[config.mk]
export PLATFORM = sky130hd
export DESIGN_NAME = cpu_process_scheduler_core
export DESIGN_NICKNAME = d
export VERILOG_FILES = /design/src/rtl/cps_pkg.sv /design/src/rtl/cpu_process_scheduler_core.sv /design/src/rtl/cps_ctrl.sv /design/src/rtl/cps_dp.sv
export VERILOG_INCLUDE_DIRS = /design/src /design/src/rtl
export SDC_FILE = /design/constraint.sdc
export NUM_CORES = 2
export LEC_CHECK = 0
export ABC_AREA = 1
export BUFFER_PORTS_ARGS = -buffer_cell sky130_fd_sc_hd__buf_2
export CORE_MARGIN = 1.5
export CORE_UTILIZATION = 40
export DETAILED_ROUTE_END_ITERATION = 8
export SKIP_CTS_REPAIR_TIMING = 1
export SYNTH_ARGS = -nofsm -noshare
export SYNTH_HDL_FRONTEND = slang
export SYNTH_HIERARCHICAL = 1
export SYNTH_SLANG_ARGS = --single-unit
[constraint.sdc]
create_clock -name clk -period 5.7 [get_ports clk]
set_clock_uncertainty 0.1 [all_clocks]
set_input_delay 1.14 -clock clk [delete_from_list [all_inputs] [get_ports clk]]
set_output_delay 1.14 -clock clk [all_outputs]
set_load 0.05 [all_outputs]
[src/rtl/cpu_process_scheduler_core_macros.svh]
// ----------------------------------------------------------------------------
// cpu process scheduler assertion macros
// shared property forms for the scheduler modules
// ----------------------------------------------------------------------------
`ifndef CPU_PROCESS_SCHEDULER_CORE_MACROS_SVH
`define CPU_PROCESS_SCHEDULER_CORE_MACROS_SVH

// same-cycle implication
`define CPS_ASSERT_NOW(lbl, ante, cons) \
    lbl: assert property (@(posedge clk) disable iff (!rst_n) (ante) |-> (cons)) \
        else $error("scheduler assertion failed");

// next-cycle implication
`define CPS_ASSERT_NEXT(lbl, ante, cons) \
    lbl: assert property (@(posedge clk) disable iff (!rst_n) (ante) |=> (cons)) \
        else $error("scheduler assertion failed");

`endif

[src/rtl/cps_pkg.sv]
// ----------------------------------------------------------------------------
// cps_pkg
// shared types, codes and constants of the cpu process scheduler
// ----------------------------------------------------------------------------
package cps_pkg;

    localparam int MAX_PROCS_DEF = 16;

    localparam logic [2:0] MODE_FCFS = 3'd0;
    localparam logic [2:0] MODE_SJF  = 3'd1;
    localparam logic [2:0] MODE_SRTF = 3'd2;
    localparam logic [2:0] MODE_RR   = 3'd3;
    localparam logic [2:0] MODE_PRIO = 3'd4;

    localparam logic [1:0] KIND_LOAD = 2'd0;
    localparam logic [1:0] KIND_RAN  = 2'd1;
    localparam logic [1:0] KIND_IDLE = 2'd2;
    localparam logic [1:0] KIND_DONE = 2'd3;

    localparam logic [1:0] REG_MODE  = 2'd0;
    localparam logic [1:0] REG_SLICE = 2'd1;
    localparam logic [1:0] REG_COUNT = 2'd2;

    localparam logic [23:0] TIME_MAX = 24'hFFFFFF;

    typedef struct packed {
        logic [15:0] id;
        logic [7:0]  prio;
        logic [15:0] burst;
        logic [15:0] remain;
        logic [23:0] arrival;
    } proc_rec_t;

    typedef struct packed {
        logic capture;
        logic load_wr;
        logic scan_step;
        logic decide;
        logic fin1;
        logic fin2;
        logic push;
    } cps_cmd_t;

    typedef struct packed {
        logic scan_done;
    } cps_status_t;

endpackage

[src/rtl/cpu_process_scheduler_core.sv]
// ----------------------------------------------------------------------------
// cpu_process_scheduler_core
// process table scheduler with fcfs, sjf, srtf, round robin and priority modes
// ----------------------------------------------------------------------------
// channel  direction  handshake          payload
// in       input      in_valid/in_stall  func slot proc_id prio burst arrival
// out      output     out_valid/out_stall kind run_id start_time end_time
//                                         left_time finished turnaround waiting
// cfg      input      apb write/read     mode time_slice entry_count
//
// load: capture, table write, then the result register; dispatch: capture, a
// table scan of one active entry per cycle, decide, fin1, fin2, result register
// one transaction in flight; the next is taken once the result is registered
// reset clears valid bits, time, scan pointer, scan and config registers at once
// a stalled result holds in the output register until taken
// ----------------------------------------------------------------------------
module cpu_process_scheduler_core #(
    parameter int MAX_PROCS = cps_pkg::MAX_PROCS_DEF
) (
    input  logic        clk,
    input  logic        rst_n,
    input  logic        psel,
    input  logic        penable,
    input  logic        pwrite,
    input  logic [3:0]  paddr,
    input  logic [31:0] pwdata,
    output logic [31:0] prdata,
    output logic        pready,
    input  logic        in_valid,
    output logic        in_stall,
    input  logic        func,
    input  logic [3:0]  slot,
    input  logic [15:0] proc_id,
    input  logic [7:0]  prio,
    input  logic [15:0] burst,
    input  logic [23:0] arrival,
    output logic        out_valid,
    input  logic        out_stall,
    output logic [1:0]  kind,
    output logic [15:0] run_id,
    output logic [23:0] start_time,
    output logic [23:0] end_time,
    output logic [15:0] left_time,
    output logic        finished,
    output logic [23:0] turnaround,
    output logic [23:0] waiting
);
    import cps_pkg::*;

    logic [2:0]  mode_reg;
    logic [15:0] slice_reg;
    logic [4:0]  count_reg;
    logic        cfg_wr;
    cps_cmd_t    cmd;
    cps_status_t status;

    assign pready = 1'b1;
    assign cfg_wr = psel && penable && pwrite && pready;

    always_ff @(posedge clk or negedge rst_n)
    begin
        if (!rst_n)
        begin
            mode_reg  <= MODE_FCFS;
            slice_reg <= 16'd1;
            count_reg <= 5'd1;
        end
        else if (cfg_wr)
        begin
            unique case (paddr[3:2])
                REG_MODE:  mode_reg  <= pwdata[2:0];
                REG_SLICE: slice_reg <= pwdata[15:0];
                REG_COUNT: count_reg <= pwdata[4:0];
                default:   ;
            endcase
        end
    end

    always_comb
    begin
        unique case (paddr[3:2])
            REG_MODE:  prdata = {29'd0, mode_reg};
            REG_SLICE: prdata = {16'd0, slice_reg};
            REG_COUNT: prdata = {27'd0, count_reg};
            default:   prdata = '0;
        endcase
    end

    cps_ctrl u_ctrl (
        .clk       (clk),
        .rst_n     (rst_n),
        .in_valid  (in_valid),
        .in_stall  (in_stall),
        .func      (func),
        .out_valid (out_valid),
        .out_stall (out_stall),
        .status    (status),
        .cmd       (cmd)
    );

    cps_dp #(
        .MAX_PROCS (MAX_PROCS)
    ) u_dp (
        .clk        (clk),
        .rst_n      (rst_n),
        .cmd        (cmd),
        .status     (status),
        .cfg_mode   (mode_reg),
        .cfg_slice  (slice_reg),
        .cfg_count  (count_reg),
        .slot       (slot),
        .proc_id    (proc_id),
        .prio       (prio),
        .burst      (burst),
        .arrival    (arrival),
        .kind       (kind),
        .run_id     (run_id),
        .start_time (start_time),
        .end_time   (end_time),
        .left_time  (left_time),
        .finished   (finished),
        .turnaround (turnaround),
        .waiting    (waiting)
    );

endmodule

[src/rtl/cps_ctrl.sv]
// ----------------------------------------------------------------------------
// cps_ctrl
// sequencer for load and dispatch transactions and the result handshake
// ----------------------------------------------------------------------------
`include "cpu_process_scheduler_core_macros.svh"

module cps_ctrl (
    input  logic                 clk,
    input  logic                 rst_n,
    input  logic                 in_valid,
    output logic                 in_stall,
    input  logic                 func,
    output logic                 out_valid,
    input  logic                 out_stall,
    input  cps_pkg::cps_status_t status,
    output cps_pkg::cps_cmd_t    cmd
);
    import cps_pkg::*;

    typedef enum logic [2:0] {
        ST_IDLE,
        ST_LOAD,
        ST_SCAN,
        ST_DECIDE,
        ST_FIN1,
        ST_FIN2,
        ST_PUSH
    } state_t;

    state_t state_reg, state_next;
    logic   out_valid_reg, out_valid_next;
    logic   accept;
    logic   push;

    assign in_stall  = (state_reg != ST_IDLE);
    assign accept    = in_valid && !in_stall;
    assign push      = (state_reg == ST_PUSH) && (!out_valid_reg || !out_stall);
    assign out_valid = out_valid_reg;

    always_comb
    begin
        cmd           = '0;
        cmd.capture   = accept;
        cmd.load_wr   = (state_reg == ST_LOAD);
        cmd.scan_step = (state_reg == ST_SCAN);
        cmd.decide    = (state_reg == ST_DECIDE);
        cmd.fin1      = (state_reg == ST_FIN1);
        cmd.fin2      = (state_reg == ST_FIN2);
        cmd.push      = push;
    end

    always_comb
    begin
        state_next     = state_reg;
        out_valid_next = push ? 1'b1 : (out_valid_reg && out_stall);
        unique case (state_reg)
            ST_IDLE:
            begin
                if (accept)
                begin
                    state_next = func ? ST_SCAN : ST_LOAD;
                end
            end
            ST_LOAD:   state_next = ST_PUSH;
            ST_SCAN:
            begin
                if (status.scan_done)
                begin
                    state_next = ST_DECIDE;
                end
            end
            ST_DECIDE: state_next = ST_FIN1;
            ST_FIN1:   state_next = ST_FIN2;
            ST_FIN2:   state_next = ST_PUSH;
            ST_PUSH:
            begin
                if (push)
                begin
                    state_next = ST_IDLE;
                end
            end
            default:   state_next = ST_IDLE;
        endcase
    end

    always_ff @(posedge clk or negedge rst_n)
    begin
        if (!rst_n)
        begin
            state_reg     <= ST_IDLE;
            out_valid_reg <= 1'b0;
        end
        else
        begin
            state_reg     <= state_next;
            out_valid_reg <= out_valid_next;
        end
    end

    `CPS_ASSERT_NEXT(a_accept_stalls, accept, in_stall)
    `CPS_ASSERT_NEXT(a_push_valid, push, out_valid)

endmodule

[src/rtl/cps_dp.sv]
// ----------------------------------------------------------------------------
// cps_dp
// process table, selection scan, time keeping and result registers
// ----------------------------------------------------------------------------
`include "cpu_process_scheduler_core_macros.svh"

module cps_dp #(
    parameter int MAX_PROCS = cps_pkg::MAX_PROCS_DEF
) (
    input  logic                 clk,
    input  logic                 rst_n,
    input  cps_pkg::cps_cmd_t    cmd,
    output cps_pkg::cps_status_t status,
    input  logic [2:0]           cfg_mode,
    input  logic [15:0]          cfg_slice,
    input  logic [4:0]           cfg_count,
    input  logic [3:0]           slot,
    input  logic [15:0]          proc_id,
    input  logic [7:0]           prio,
    input  logic [15:0]          burst,
    input  logic [23:0]          arrival,
    output logic [1:0]           kind,
    output logic [15:0]          run_id,
    output logic [23:0]          start_time,
    output logic [23:0]          end_time,
    output logic [15:0]          left_time,
    output logic                 finished,
    output logic [23:0]          turnaround,
    output logic [23:0]          waiting
);
    import cps_pkg::*;

    localparam int AW = $clog2(MAX_PROCS);
    localparam int CW = $clog2(MAX_PROCS + 1);

    proc_rec_t              mem_array [MAX_PROCS];
    logic [MAX_PROCS-1:0]   vld_reg;

    proc_rec_t   in_reg;
    logic [3:0]  slot_reg;

    logic [23:0]   now_reg;
    logic [AW-1:0] sp_reg;

    logic [CW-1:0] cnt_reg;
    logic [AW-1:0] k_reg;
    logic          dv_reg;
    proc_rec_t     rd_reg;
    logic          rd_vld_reg;
    logic [AW-1:0] rd_idx_reg;

    proc_rec_t     best_reg;
    logic [AW-1:0] best_idx_reg;
    logic          found_reg;
    logic          pending_reg;

    logic [1:0]  kind_s_reg;
    logic [15:0] id_s_reg;
    logic [23:0] start_s_reg;
    logic [23:0] end_s_reg;
    logic [15:0] left_s_reg;
    logic        fin_s_reg;
    logic [23:0] ta_s_reg;
    logic [23:0] wait_s_reg;

    logic [1:0]  kind_reg;
    logic [15:0] run_id_reg;
    logic [23:0] start_reg;
    logic [23:0] end_reg;
    logic [15:0] left_reg;
    logic        fin_reg;
    logic [23:0] ta_reg;
    logic [23:0] wait_reg;

    logic [CW-1:0] n_act;
    logic [2:0]    m_eff;
    logic [15:0]   q_eff;
    logic [AW-1:0] scan_start;
    logic          issue;
    logic [AW-1:0] k_adv;
    logic [15:0]   ev_remain;
    logic          ev_ready;
    logic          better;
    logic          take;
    logic [15:0]   run;
    logic [24:0]   sum;
    logic [23:0]   new_now;
    logic [15:0]   remain_new;
    logic          slot_ok;
    logic          wr_en;
    logic [AW-1:0] wr_addr;
    proc_rec_t     wr_data;
    logic [AW-1:0] sp_adv;

    always_comb
    begin
        if (32'(cfg_count) > MAX_PROCS)
        begin
            n_act = CW'(MAX_PROCS);
        end
        else
        begin
            n_act = CW'(cfg_count);
        end
        m_eff      = (cfg_mode > MODE_PRIO) ? MODE_FCFS : cfg_mode;
        q_eff      = (cfg_slice == 16'd0) ? 16'd1 : cfg_slice;
        // only round robin resumes at the scan pointer, other modes scan from entry zero
        scan_start = ((m_eff == MODE_RR) && (32'(sp_reg) < 32'(n_act))) ? sp_reg : '0;
        issue      = (cnt_reg < n_act);
        k_adv      = (32'(k_reg) + 1 >= 32'(n_act)) ? '0 : k_reg + AW'(1);
        sp_adv     = (32'(best_idx_reg) + 1 >= 32'(n_act)) ? '0 : best_idx_reg + AW'(1);
    end

    always_comb
    begin
        ev_remain = rd_vld_reg ? rd_reg.remain : 16'd0;
        ev_ready  = (ev_remain != 16'd0) && (rd_reg.arrival <= now_reg);
        case (m_eff)
            MODE_SJF:  better = rd_reg.burst < best_reg.burst;
            MODE_SRTF: better = ev_remain < best_reg.remain;
            MODE_PRIO: better = rd_reg.prio < best_reg.prio;
            default:   better = 1'b0;
        endcase
        take = dv_reg && ev_ready && (!found_reg || better);
    end

    assign status.scan_done = !issue && !dv_reg;

    always_comb
    begin
        if (!found_reg)
        begin
            run = 16'd1;
        end
        else if (m_eff == MODE_SRTF)
        begin
            run = 16'd1;
        end
        else if (m_eff == MODE_RR)
        begin
            run = (best_reg.remain > q_eff) ? q_eff : best_reg.remain;
        end
        else
        begin
            run = best_reg.remain;
        end
        sum        = {1'b0, now_reg} + 25'(run);
        new_now    = sum[24] ? TIME_MAX : sum[23:0];
        remain_new = best_reg.remain - run;
    end

    always_comb
    begin
        slot_ok = (32'(slot_reg) < MAX_PROCS);
        wr_en   = (cmd.load_wr && slot_ok) || (cmd.decide && pending_reg && found_reg);
        if (cmd.load_wr)
        begin
            wr_addr = AW'(slot_reg);
            wr_data = in_reg;
        end
        else
        begin
            wr_addr        = best_idx_reg;
            wr_data        = best_reg;
            wr_data.remain = remain_new;
        end
    end

    always_ff @(posedge clk)
    begin
        if (wr_en)
        begin
            mem_array[wr_addr] <= wr_data;
        end
        if (cmd.scan_step && issue)
        begin
            rd_reg <= mem_array[k_reg];
        end
    end

    always_ff @(posedge clk or negedge rst_n)
    begin
        if (!rst_n)
        begin
            vld_reg     <= '0;
            now_reg     <= '0;
            sp_reg      <= '0;
            cnt_reg     <= '0;
            k_reg       <= '0;
            dv_reg      <= 1'b0;
            found_reg   <= 1'b0;
            pending_reg <= 1'b0;
            rd_vld_reg  <= 1'b0;
        end
        else
        begin
            if (cmd.load_wr && slot_ok)
            begin
                vld_reg[AW'(slot_reg)] <= 1'b1;
            end
            if (cmd.capture)
            begin
                cnt_reg     <= '0;
                k_reg       <= scan_start;
                dv_reg      <= 1'b0;
                found_reg   <= 1'b0;
                pending_reg <= 1'b0;
            end
            if (cmd.scan_step)
            begin
                dv_reg <= issue;
                if (issue)
                begin
                    rd_vld_reg <= vld_reg[k_reg];
                    cnt_reg    <= cnt_reg + CW'(1);
                    k_reg      <= k_adv;
                end
                if (take)
                begin
                    found_reg <= 1'b1;
                end
                if (dv_reg && (ev_remain != 16'd0))
                begin
                    pending_reg <= 1'b1;
                end
            end
            if (cmd.decide && pending_reg)
            begin
                now_reg <= new_now;
                if (found_reg && (m_eff == MODE_RR))
                begin
                    sp_reg <= sp_adv;
                end
            end
        end
    end

    always_ff @(posedge clk)
    begin
        if (cmd.capture)
        begin
            slot_reg       <= slot;
            in_reg.id      <= proc_id;
            in_reg.prio    <= prio;
            in_reg.burst   <= burst;
            in_reg.remain  <= burst;
            in_reg.arrival <= arrival;
        end
        if (cmd.scan_step)
        begin
            if (issue)
            begin
                rd_idx_reg <= k_reg;
            end
            if (take)
            begin
                best_reg     <= rd_reg;
                best_idx_reg <= rd_idx_reg;
            end
        end
        if (cmd.load_wr)
        begin
            kind_s_reg  <= KIND_LOAD;
            id_s_reg    <= '0;
            start_s_reg <= '0;
            end_s_reg   <= '0;
            left_s_reg  <= '0;
            fin_s_reg   <= 1'b0;
            ta_s_reg    <= '0;
            wait_s_reg  <= '0;
        end
        if (cmd.decide)
        begin
            start_s_reg <= now_reg;
            if (!pending_reg)
            begin
                kind_s_reg <= KIND_DONE;
                id_s_reg   <= '0;
                end_s_reg  <= now_reg;
                left_s_reg <= '0;
                fin_s_reg  <= 1'b0;
            end
            else if (!found_reg)
            begin
                kind_s_reg <= KIND_IDLE;
                id_s_reg   <= '0;
                end_s_reg  <= new_now;
                left_s_reg <= '0;
                fin_s_reg  <= 1'b0;
            end
            else
            begin
                kind_s_reg <= KIND_RAN;
                id_s_reg   <= best_reg.id;
                end_s_reg  <= new_now;
                left_s_reg <= remain_new;
                fin_s_reg  <= (remain_new == 16'd0);
            end
        end
        if (cmd.fin1)
        begin
            ta_s_reg <= fin_s_reg ? (end_s_reg - best_reg.arrival) : '0;
        end
        if (cmd.fin2)
        begin
            wait_s_reg <= (fin_s_reg && (ta_s_reg > 24'(best_reg.burst)))
                        ? (ta_s_reg - 24'(best_reg.burst)) : '0;
        end
        if (cmd.push)
        begin
            kind_reg   <= kind_s_reg;
            run_id_reg <= id_s_reg;
            start_reg  <= start_s_reg;
            end_reg    <= end_s_reg;
            left_reg   <= left_s_reg;
            fin_reg    <= fin_s_reg;
            ta_reg     <= ta_s_reg;
            wait_reg   <= wait_s_reg;
        end
    end

    assign kind       = kind_reg;
    assign run_id     = run_id_reg;
    assign start_time = start_reg;
    assign end_time   = end_reg;
    assign left_time  = left_reg;
    assign finished   = fin_reg;
    assign turnaround = ta_reg;
    assign waiting    = wait_reg;

    `CPS_ASSERT_NOW(a_sel_in_range, cmd.decide && found_reg, 32'(best_idx_reg) < 32'(n_act))
    `CPS_ASSERT_NEXT(a_now_monotonic, 1'b1, now_reg >= $past(now_reg))

endmodule

# [Word level (Yosys, flattened, before mapping)]
# Memory sizes are Yosys's and may differ from the RTL's. A register that Yosys moved wholly into a read port is not among the register bits.
# Cells that the tools add are included.
# W data, S select, Z words.
[word_totals] register_bits=503 rom_bits=0 out_inout_bits=166 memories=1 elab_cells=192 ram_bits=1280 latchBits=0
[op_classes] n_reduce_logical=44 shift=0 mul=0 add_sub_neg=9 bitwise=1 magnitude_cmp=15 n_div=0 n_eq_ne=15 n_mux=65
[mem_list] name="u_dp.mem_array" depth=16 word_bits=80 read_ports=1 rd_ports_with_merged_regs=1 wr=1 line_no="cps_dp.sv:36" source="proc_rec_t mem_array [MAX_PROCS];"
[ops] operator="$mux W24" count=9
[ops] operator="$mux W16" count=13
[ops] operator="$mux W80" count=1
[ops] operator="$ge A32 B5 Y1" count=2
[ops] operator="$pmux W16 S3" count=1
[ops] operator="$logic_not A16 Y1" count=2
[ops] operator="$lt A16 B16 Y1" count=2
[ops] operator="$mux W4" count=7
[ops] operator="$add A24 B16 Y25" count=1
[ops] operator="$gt A24 B16 Y1" count=1
[ops] operator="$le A24 B24 Y1" count=1
[ops] operator="$sub A24 B16 Y24" count=1
[ops] operator="$sub A24 B24 Y24" count=1
[ops] operator="$mux W5" count=4
[ops] operator="$pmux W3 S6" count=1
[ops] operator="$logic_and A1 B1 Y1" count=17
[ops] operator="$mux W1" count=17
[ops] operator="$gt A16 B16 Y1" count=1
[ops] operator="$or A16 B16 Y16" count=1
[ops] operator="$reduce_bool A16 Y1" count=1
[ops] operator="$sub A16 B16 Y16" count=1
[ops] operator="$eq A3 B2 Y1 const B" count=4
[ops] operator="$eq A3 B3 Y1 const B" count=4
[ops] operator="$mux W3" count=4
[ops] operator="28 further kinds" count=52

# [Logic depth before layout (Yosys ltp)]
[logic_depth] word_depth=12 ltp_mapped=33 mapped_depth_nobuf=32

# [By module]
# Netlist, hierarchy kept.
[by_module_without_submodules] module="cps_dp" cells_per_inst=5791 area_each_um2=74859.3 instances=1
[by_module_without_submodules] module="cpu_process_scheduler_core" cells_per_inst=176 area_each_um2=1288.7 instances=1
[by_module_without_submodules] module="cps_ctrl" cells_per_inst=45 area_each_um2=306.5 instances=1

# [Worst setup path after synthesis]
# OpenSTA, ideal clock, no wires.
[synth_timing] kind="register to register" from="register u_ctrl.state_reg[2]" to="memory u_dp/mem_array[0][0] in the netlist's numbering (enable)" period_less_slack_ns=5.704 setup_slack_ns=-0.004 setup_ns=0.519 stages_incl_launch_ff=11 required_time_ns=5.081 t_arrival_ns=5.085 path_cell_list="dfrtp_1 inv_2 nand2_1 nor2_1 clkbuf_1 buf_2 inv_1 nor2_1 o21bai_1 nand3_1 nor2_1"
[synth_rtl] item="start: declaration" line_no="cps_ctrl.sv:30" source="state_t state_reg, state_next;"
[synth_rtl] item="start signal: assignment" line_no="cps_ctrl.sv:95" source="state_reg <= state_next;"
[synth_rtl] item="end: declaration" line_no="cps_dp.sv:36"

==> results <==
- The class of the tightest hold or removal check is register to register.
- The clock period minus worst slack is 5.01 ns.
- The biggest fanout along the worst timing path is 16.
- In this run the core area contains 160 standard-cell rows.
- Entering global routing, the biggest net connects 205 pins.
- The number of inserted filler cells in the final layout is 16849.
- The slowest stage of the critical path is the sky130_fd_sc_hd__dfrtp_1 cell.
- The critical path's most frequent cell is sky130_fd_sc_hd__nand3_1.
- The layer with the highest usage is met2.
- The signal on the critical path passes through nor4_1 > a41o_1 > ha_1 > nand3_1 > nor3b_1 > nor2_1 > nand2_2 > inv_2 > nor2_1 > nor3_1 > inv_1 > ha_1 > a21oi_1 > o21ai_0 > nand2_1 > nand3_1 > nand3_1 > nand2_1 > xnor2_1 > o21ai_0 > buf_4.
- Each instance of the synthesized netlist takes up on average 12.7 µm².
- The non-filler instance count after layout is 8983.
- The largest area contributor in the synthesized netlist is sky130_fd_sc_hd__edfxtp_1.
- Counting every sink on the clock net gives 1863.
- After synthesis the netlist holds a flip-flop and latch count of 1863.
- The startpoint identified for the worst hold timing path is u_dp/id_s_reg[9]$_SDFFCE_PN0P_.
- The startpoint of the worst register-to-register path is slice_reg[8]$_DFFE_PN0P_.
- Dividing the final minimum period by the clock period gives 0.880.
- The sequential area share after synthesis is 0.726.
- The number of buffers and inverters on the critical path is 3.
- On the critical path the largest part of the delay comes from simple AND/OR/NAND/NOR gates.
- The area of the core region is between 150000 and 200000 µm².
- Ranked by instance count, the synthesized netlist is headed by 1778 x sky130_fd_sc_hd__edfxtp_1, 1035 x sky130_fd_sc_hd__nand2_1, 640 x sky130_fd_sc_hd__o21ai_0.
- STA puts the critical path data required time at 6.12 ns.
- The number of routed nets with antenna violations is 0.
- The global placer's final weighted congestion is 0.880.
- The part of the power in the clock network is 0.283.
- The fraction of final layout cells with drive strength greater than 1 is 0.118.
- The final count of hold timing violations is 0.
- The via count of the first global-routing pass came to 47326.
- For this run, global-route usage on met2 was measured as 0.354.
- The share of synthesized area in the top cell type comes to 0.698.
- The effective utilization at floorplan is 0.402.
- The completed layout was analyzed and its total power is 43300 µW.
- The post-route worst hold slack is roughly 0.31 ns.
- The switching part of the total is 0.357.
- By startpoint and endpoint, the worst setup path is classified as register to register.
- The predominant post-synthesis flop cell is sky130_fd_sc_hd__edfxtp_1.
- After clock tree synthesis, the clock-pin slew on the worst setup and hold paths is 0.06 ns.
- The CTS buffer count is around 190.
- The violation count after the first detailed-route iteration is between 5000 and 6000.
- The combinational share of power is 0.279.
- The total standard cell area after synthesis is approximately 76000 µm².
- No sink is reached through more buffers than the 3 on the longest clock path.
- Setup repair after global routing left no endpoint under its margin.
- Setup violations remaining at the end of the flow were counted as 0.
- The setup check on the worst reg-to-reg path leaves a slack of 0.69 ns.
- The clock tree from TritonCTS is done.
- Global routing finished with a remaining overflow of 0.
- The highest clock frequency the design can meet is ~200 MHz.
- The transition time at the pin with the least slew margin is roughly 1.4 ns.
- The sequential cell area is ~56000 µm².
- After the last flow step, the layout net total stands at 6595.
- The CTS H-tree depth is 4.
- The number of flip-flops in the largest register is 1280.
- For this design the ratio of total power to cell area is slightly below 500 nW/µm².
- The number of antenna violations at the first check in global routing is 7.
- The endpoint identified for the worst register-to-register timing path is u_dp/mem_array[1][36]$_DFFE_PP_.
- The endpoint kind of the worst setup timing path is a register.
- Summing all multi-input logic gate instances after layout gives approximately 18000 µm².
- Counting tap cells, the placed design contains a total of 8630 instances.
- The die is 440 µm tall.
- The first-pass GRT wire length is 315 mm.
- The worst-case headroom to the max-slew limit is 0.0762.
- For this run, global-route usage on met1 was measured as 0.309.
- The maximum vdd ir drop is 0.495 mV.
- The floorplan step defined a die boundary enclosing approximately 190000 µm².
- The share of flip-flops with an asynchronous set or reset is 0.0456.
- In the routed design, unresolved DRC markers number 0.
- After detailed routing, the number of vias per cell comes to 5.47.
- Detailed placement ended at an HPWL of 126 mm.
- The most used standard cell by instance count after synthesis is sky130_fd_sc_hd__edfxtp_1.
- For this design the top-level I/O count stands at 278.
- Prior to clock tree synthesis, the placed netlist has a worst setup slack of 0.787 ns.
- The analysis attributes to net switching a power of 15400 µW.
- Across all setup checks in the final design, the least slack found is 0.687 ns.
- For this design the static power due to leakage is 0.0315 µW.
- The tree is rooted in a sky130_fd_sc_hd__clkbuf_16.
- The number of slew-limit violations in the final report is 0.
- The run finished with clean final reports.
- The average wire length per cell after detail routing is 24.2 µm.
- Data arrives at the worst endpoint at 5.43 ns.
- For this run, the total global-route usage over all layers was measured as 0.220.
- The post-synthesis cell count is 6012.
- In this design, the stage delay of the slowest critical-path cell is 0.46 ns.
- The sequential cell fraction of total power is 0.438.
- The max-capacitance violation count is 0.
- The global-route met3 utilization is 0.0328.
- The clock insertion delay at the later pin of the skew report is 0.85 ns.
- The cell count of the worst hold path is 0.
- The count of input and output buffers is 242.
- The number of synthesized flops with an enable pin is 1778.
- For this run, the detailed router's first-pass iteration total came to 5.
- The area added between synthesis and finish is 14.3%.
- The via count of the routed design is 49181.
- The startpoint kind of the worst setup timing path is a register.
- The width of the die is 440 µm.
- In the post-synthesis netlist, the biggest area contributors are sky130_fd_sc_hd__edfxtp_1 70%, sky130_fd_sc_hd__nand2_1 5.1%, sky130_fd_sc_hd__o21ai_0 4.2%, sky130_fd_sc_hd__ha_1 2.7%, sky130_fd_sc_hd__dfrtp_1 2.7%.
- The worst min-delay path endpoint is u_dp/run_id[9]$_DFFE_PP_.
- The internal power of the cells totals 27900 µW.
- Synthesis instantiated 59 different standard cells from the library.
- The Yosys step of the flow raised 6 warnings.
- Counting cells, the worst reg-to-reg path comes to 21.
- The final layout contains routed wiring with a total length of 217 mm.
routing by layer:
layer	part of all wire	routed length, µm	vias to the layer above
li1	-	-	22464
met1	0.43	93500	24431
met2	0.47	101000	1950
met3	0.072	15700	334
met4	0.029	6370	2
met5	0.000032	7	-
layout make-up:
type / count / area share
clock inverter: 121 / 0.0135
multi-input combinational: 3500 / 0.211
clock buffer: 229 / 0.0572
tap: 2511 / 0.0360
antenna: 3 / 0.0000859
timing repair buffer: 403 / 0.0313
inverter: 353 / 0.0155
sequential: 1863 / 0.636
stage by stage:
step	util	setup TNS (ns)	area, µm²
after global routing	0.460	0	87300
after CTS	0.460	0	87300
final	0.460	0	87400
after detailed placement	0.427	0	81200
after floorplan	-	-2.70	76500
after global placement	0.427	0	81200
worst max path at each step:
stage,start,end,slack (ns),cells past startpoint
3_5_place_dp,slice_reg[8]$_DFFE_PN0P_,u_dp/mem_array[7][38]$_DFFE_PP_,0.79,28
4_1_cts,slice_reg[8]$_DFFE_PN0P_,u_dp/mem_array[1][36]$_DFFE_PP_,0.73,21
2_1_floorplan,u_ctrl/state_reg[2]$_DFFE_PN0P_,u_dp/mem_array[0][0]$_DFFE_PP_,-0.004,10
6_report,slice_reg[8]$_DFFE_PN0P_,u_dp/mem_array[1][36]$_DFFE_PP_,0.69,21
5_1_grt,slice_reg[8]$_DFFE_PN0P_,u_dp/mem_array[1][36]$_DFFE_PP_,0.37,21
3_3_place_gp,slice_reg[8]$_DFFE_PN0P_,u_dp/mem_array[10][36]$_DFFE_PP_,0.69,27
power groups by stage:
| stage | clock network (µW) | logic, µW | registers (µW) |
|---|---|---|---|
| after detailed placement | 0 | 12000 | 19200 |
| final | 12300 | 12100 | 19000 |
| after CTS | 12500 | 12000 | 19000 |
| after global placement | 0 | 11800 | 19200 |
| after global routing | 13000 | 13200 | 19100 |
| after floorplan | 0 | 7000 | 19500 |
worst reg2reg max path: stages, from the launching register on:
cell                      delay (ns)
sky130_fd_sc_hd__dfrtp_1        0.46
sky130_fd_sc_hd__nor4_1         0.41
sky130_fd_sc_hd__a41o_1         0.27
sky130_fd_sc_hd__ha_1           0.23
sky130_fd_sc_hd__nand3_1        0.08
sky130_fd_sc_hd__nor3b_1        0.05
sky130_fd_sc_hd__nor2_1         0.19
sky130_fd_sc_hd__nand2_2        0.17
sky130_fd_sc_hd__inv_2          0.28
sky130_fd_sc_hd__nor2_1         0.07
sky130_fd_sc_hd__nor3_1         0.37
sky130_fd_sc_hd__inv_1          0.10
sky130_fd_sc_hd__ha_1           0.38
sky130_fd_sc_hd__a21oi_1        0.21
sky130_fd_sc_hd__o21ai_0        0.11
sky130_fd_sc_hd__nand2_1        0.09
sky130_fd_sc_hd__nand3_1        0.12
sky130_fd_sc_hd__nand3_1        0.10
sky130_fd_sc_hd__nand2_1        0.06
sky130_fd_sc_hd__xnor2_1        0.46
sky130_fd_sc_hd__o21ai_0        0.16
sky130_fd_sc_hd__buf_4          0.23
cells by family after synthesis:
| family | after synthesis | share of synthesized area |
|---|---|---|
| AND/OR/NAND/NOR | 1947 | 0.105 |
| flip-flops | 1863 | 0.726 |
| AO/OA/AOI/OAI | 1326 | 0.0995 |
| buffers and inverters | 664 | 0.0361 |
| adder cells (fa/ha/maj) | 171 | 0.0284 |
| XOR/XNOR | 39 | 0.00447 |
| other | 2 | 0.0000982 |
cells in the final DEF, fill, tap and decap left out, types with 41 or more instances in the layout:
| cell | instances |
|---|---|
| sky130_fd_sc_hd__inv_1 | 337 |
| sky130_fd_sc_hd__dfrtp_1 | 79 |
| sky130_fd_sc_hd__clkbuf_16 | 194 |
| sky130_fd_sc_hd__o221ai_1 | 65 |
| sky130_fd_sc_hd__buf_4 | 137 |
| sky130_fd_sc_hd__nand3_1 | 224 |
| sky130_fd_sc_hd__nand4_1 | 88 |
| sky130_fd_sc_hd__o22ai_1 | 100 |
| sky130_fd_sc_hd__edfxtp_1 | 1778 |
| sky130_fd_sc_hd__o21ai_0 | 635 |
| sky130_fd_sc_hd__a21oi_1 | 340 |
| sky130_fd_sc_hd__a221oi_1 | 96 |
| sky130_fd_sc_hd__buf_2 | 241 |
| sky130_fd_sc_hd__ha_1 | 167 |
| sky130_fd_sc_hd__nand2_1 | 1033 |
| sky130_fd_sc_hd__nor2_1 | 505 |
| sky130_fd_sc_hd__clkinv_1 | 41 |
No activity file was read; power rests on OpenSTA's default activity.
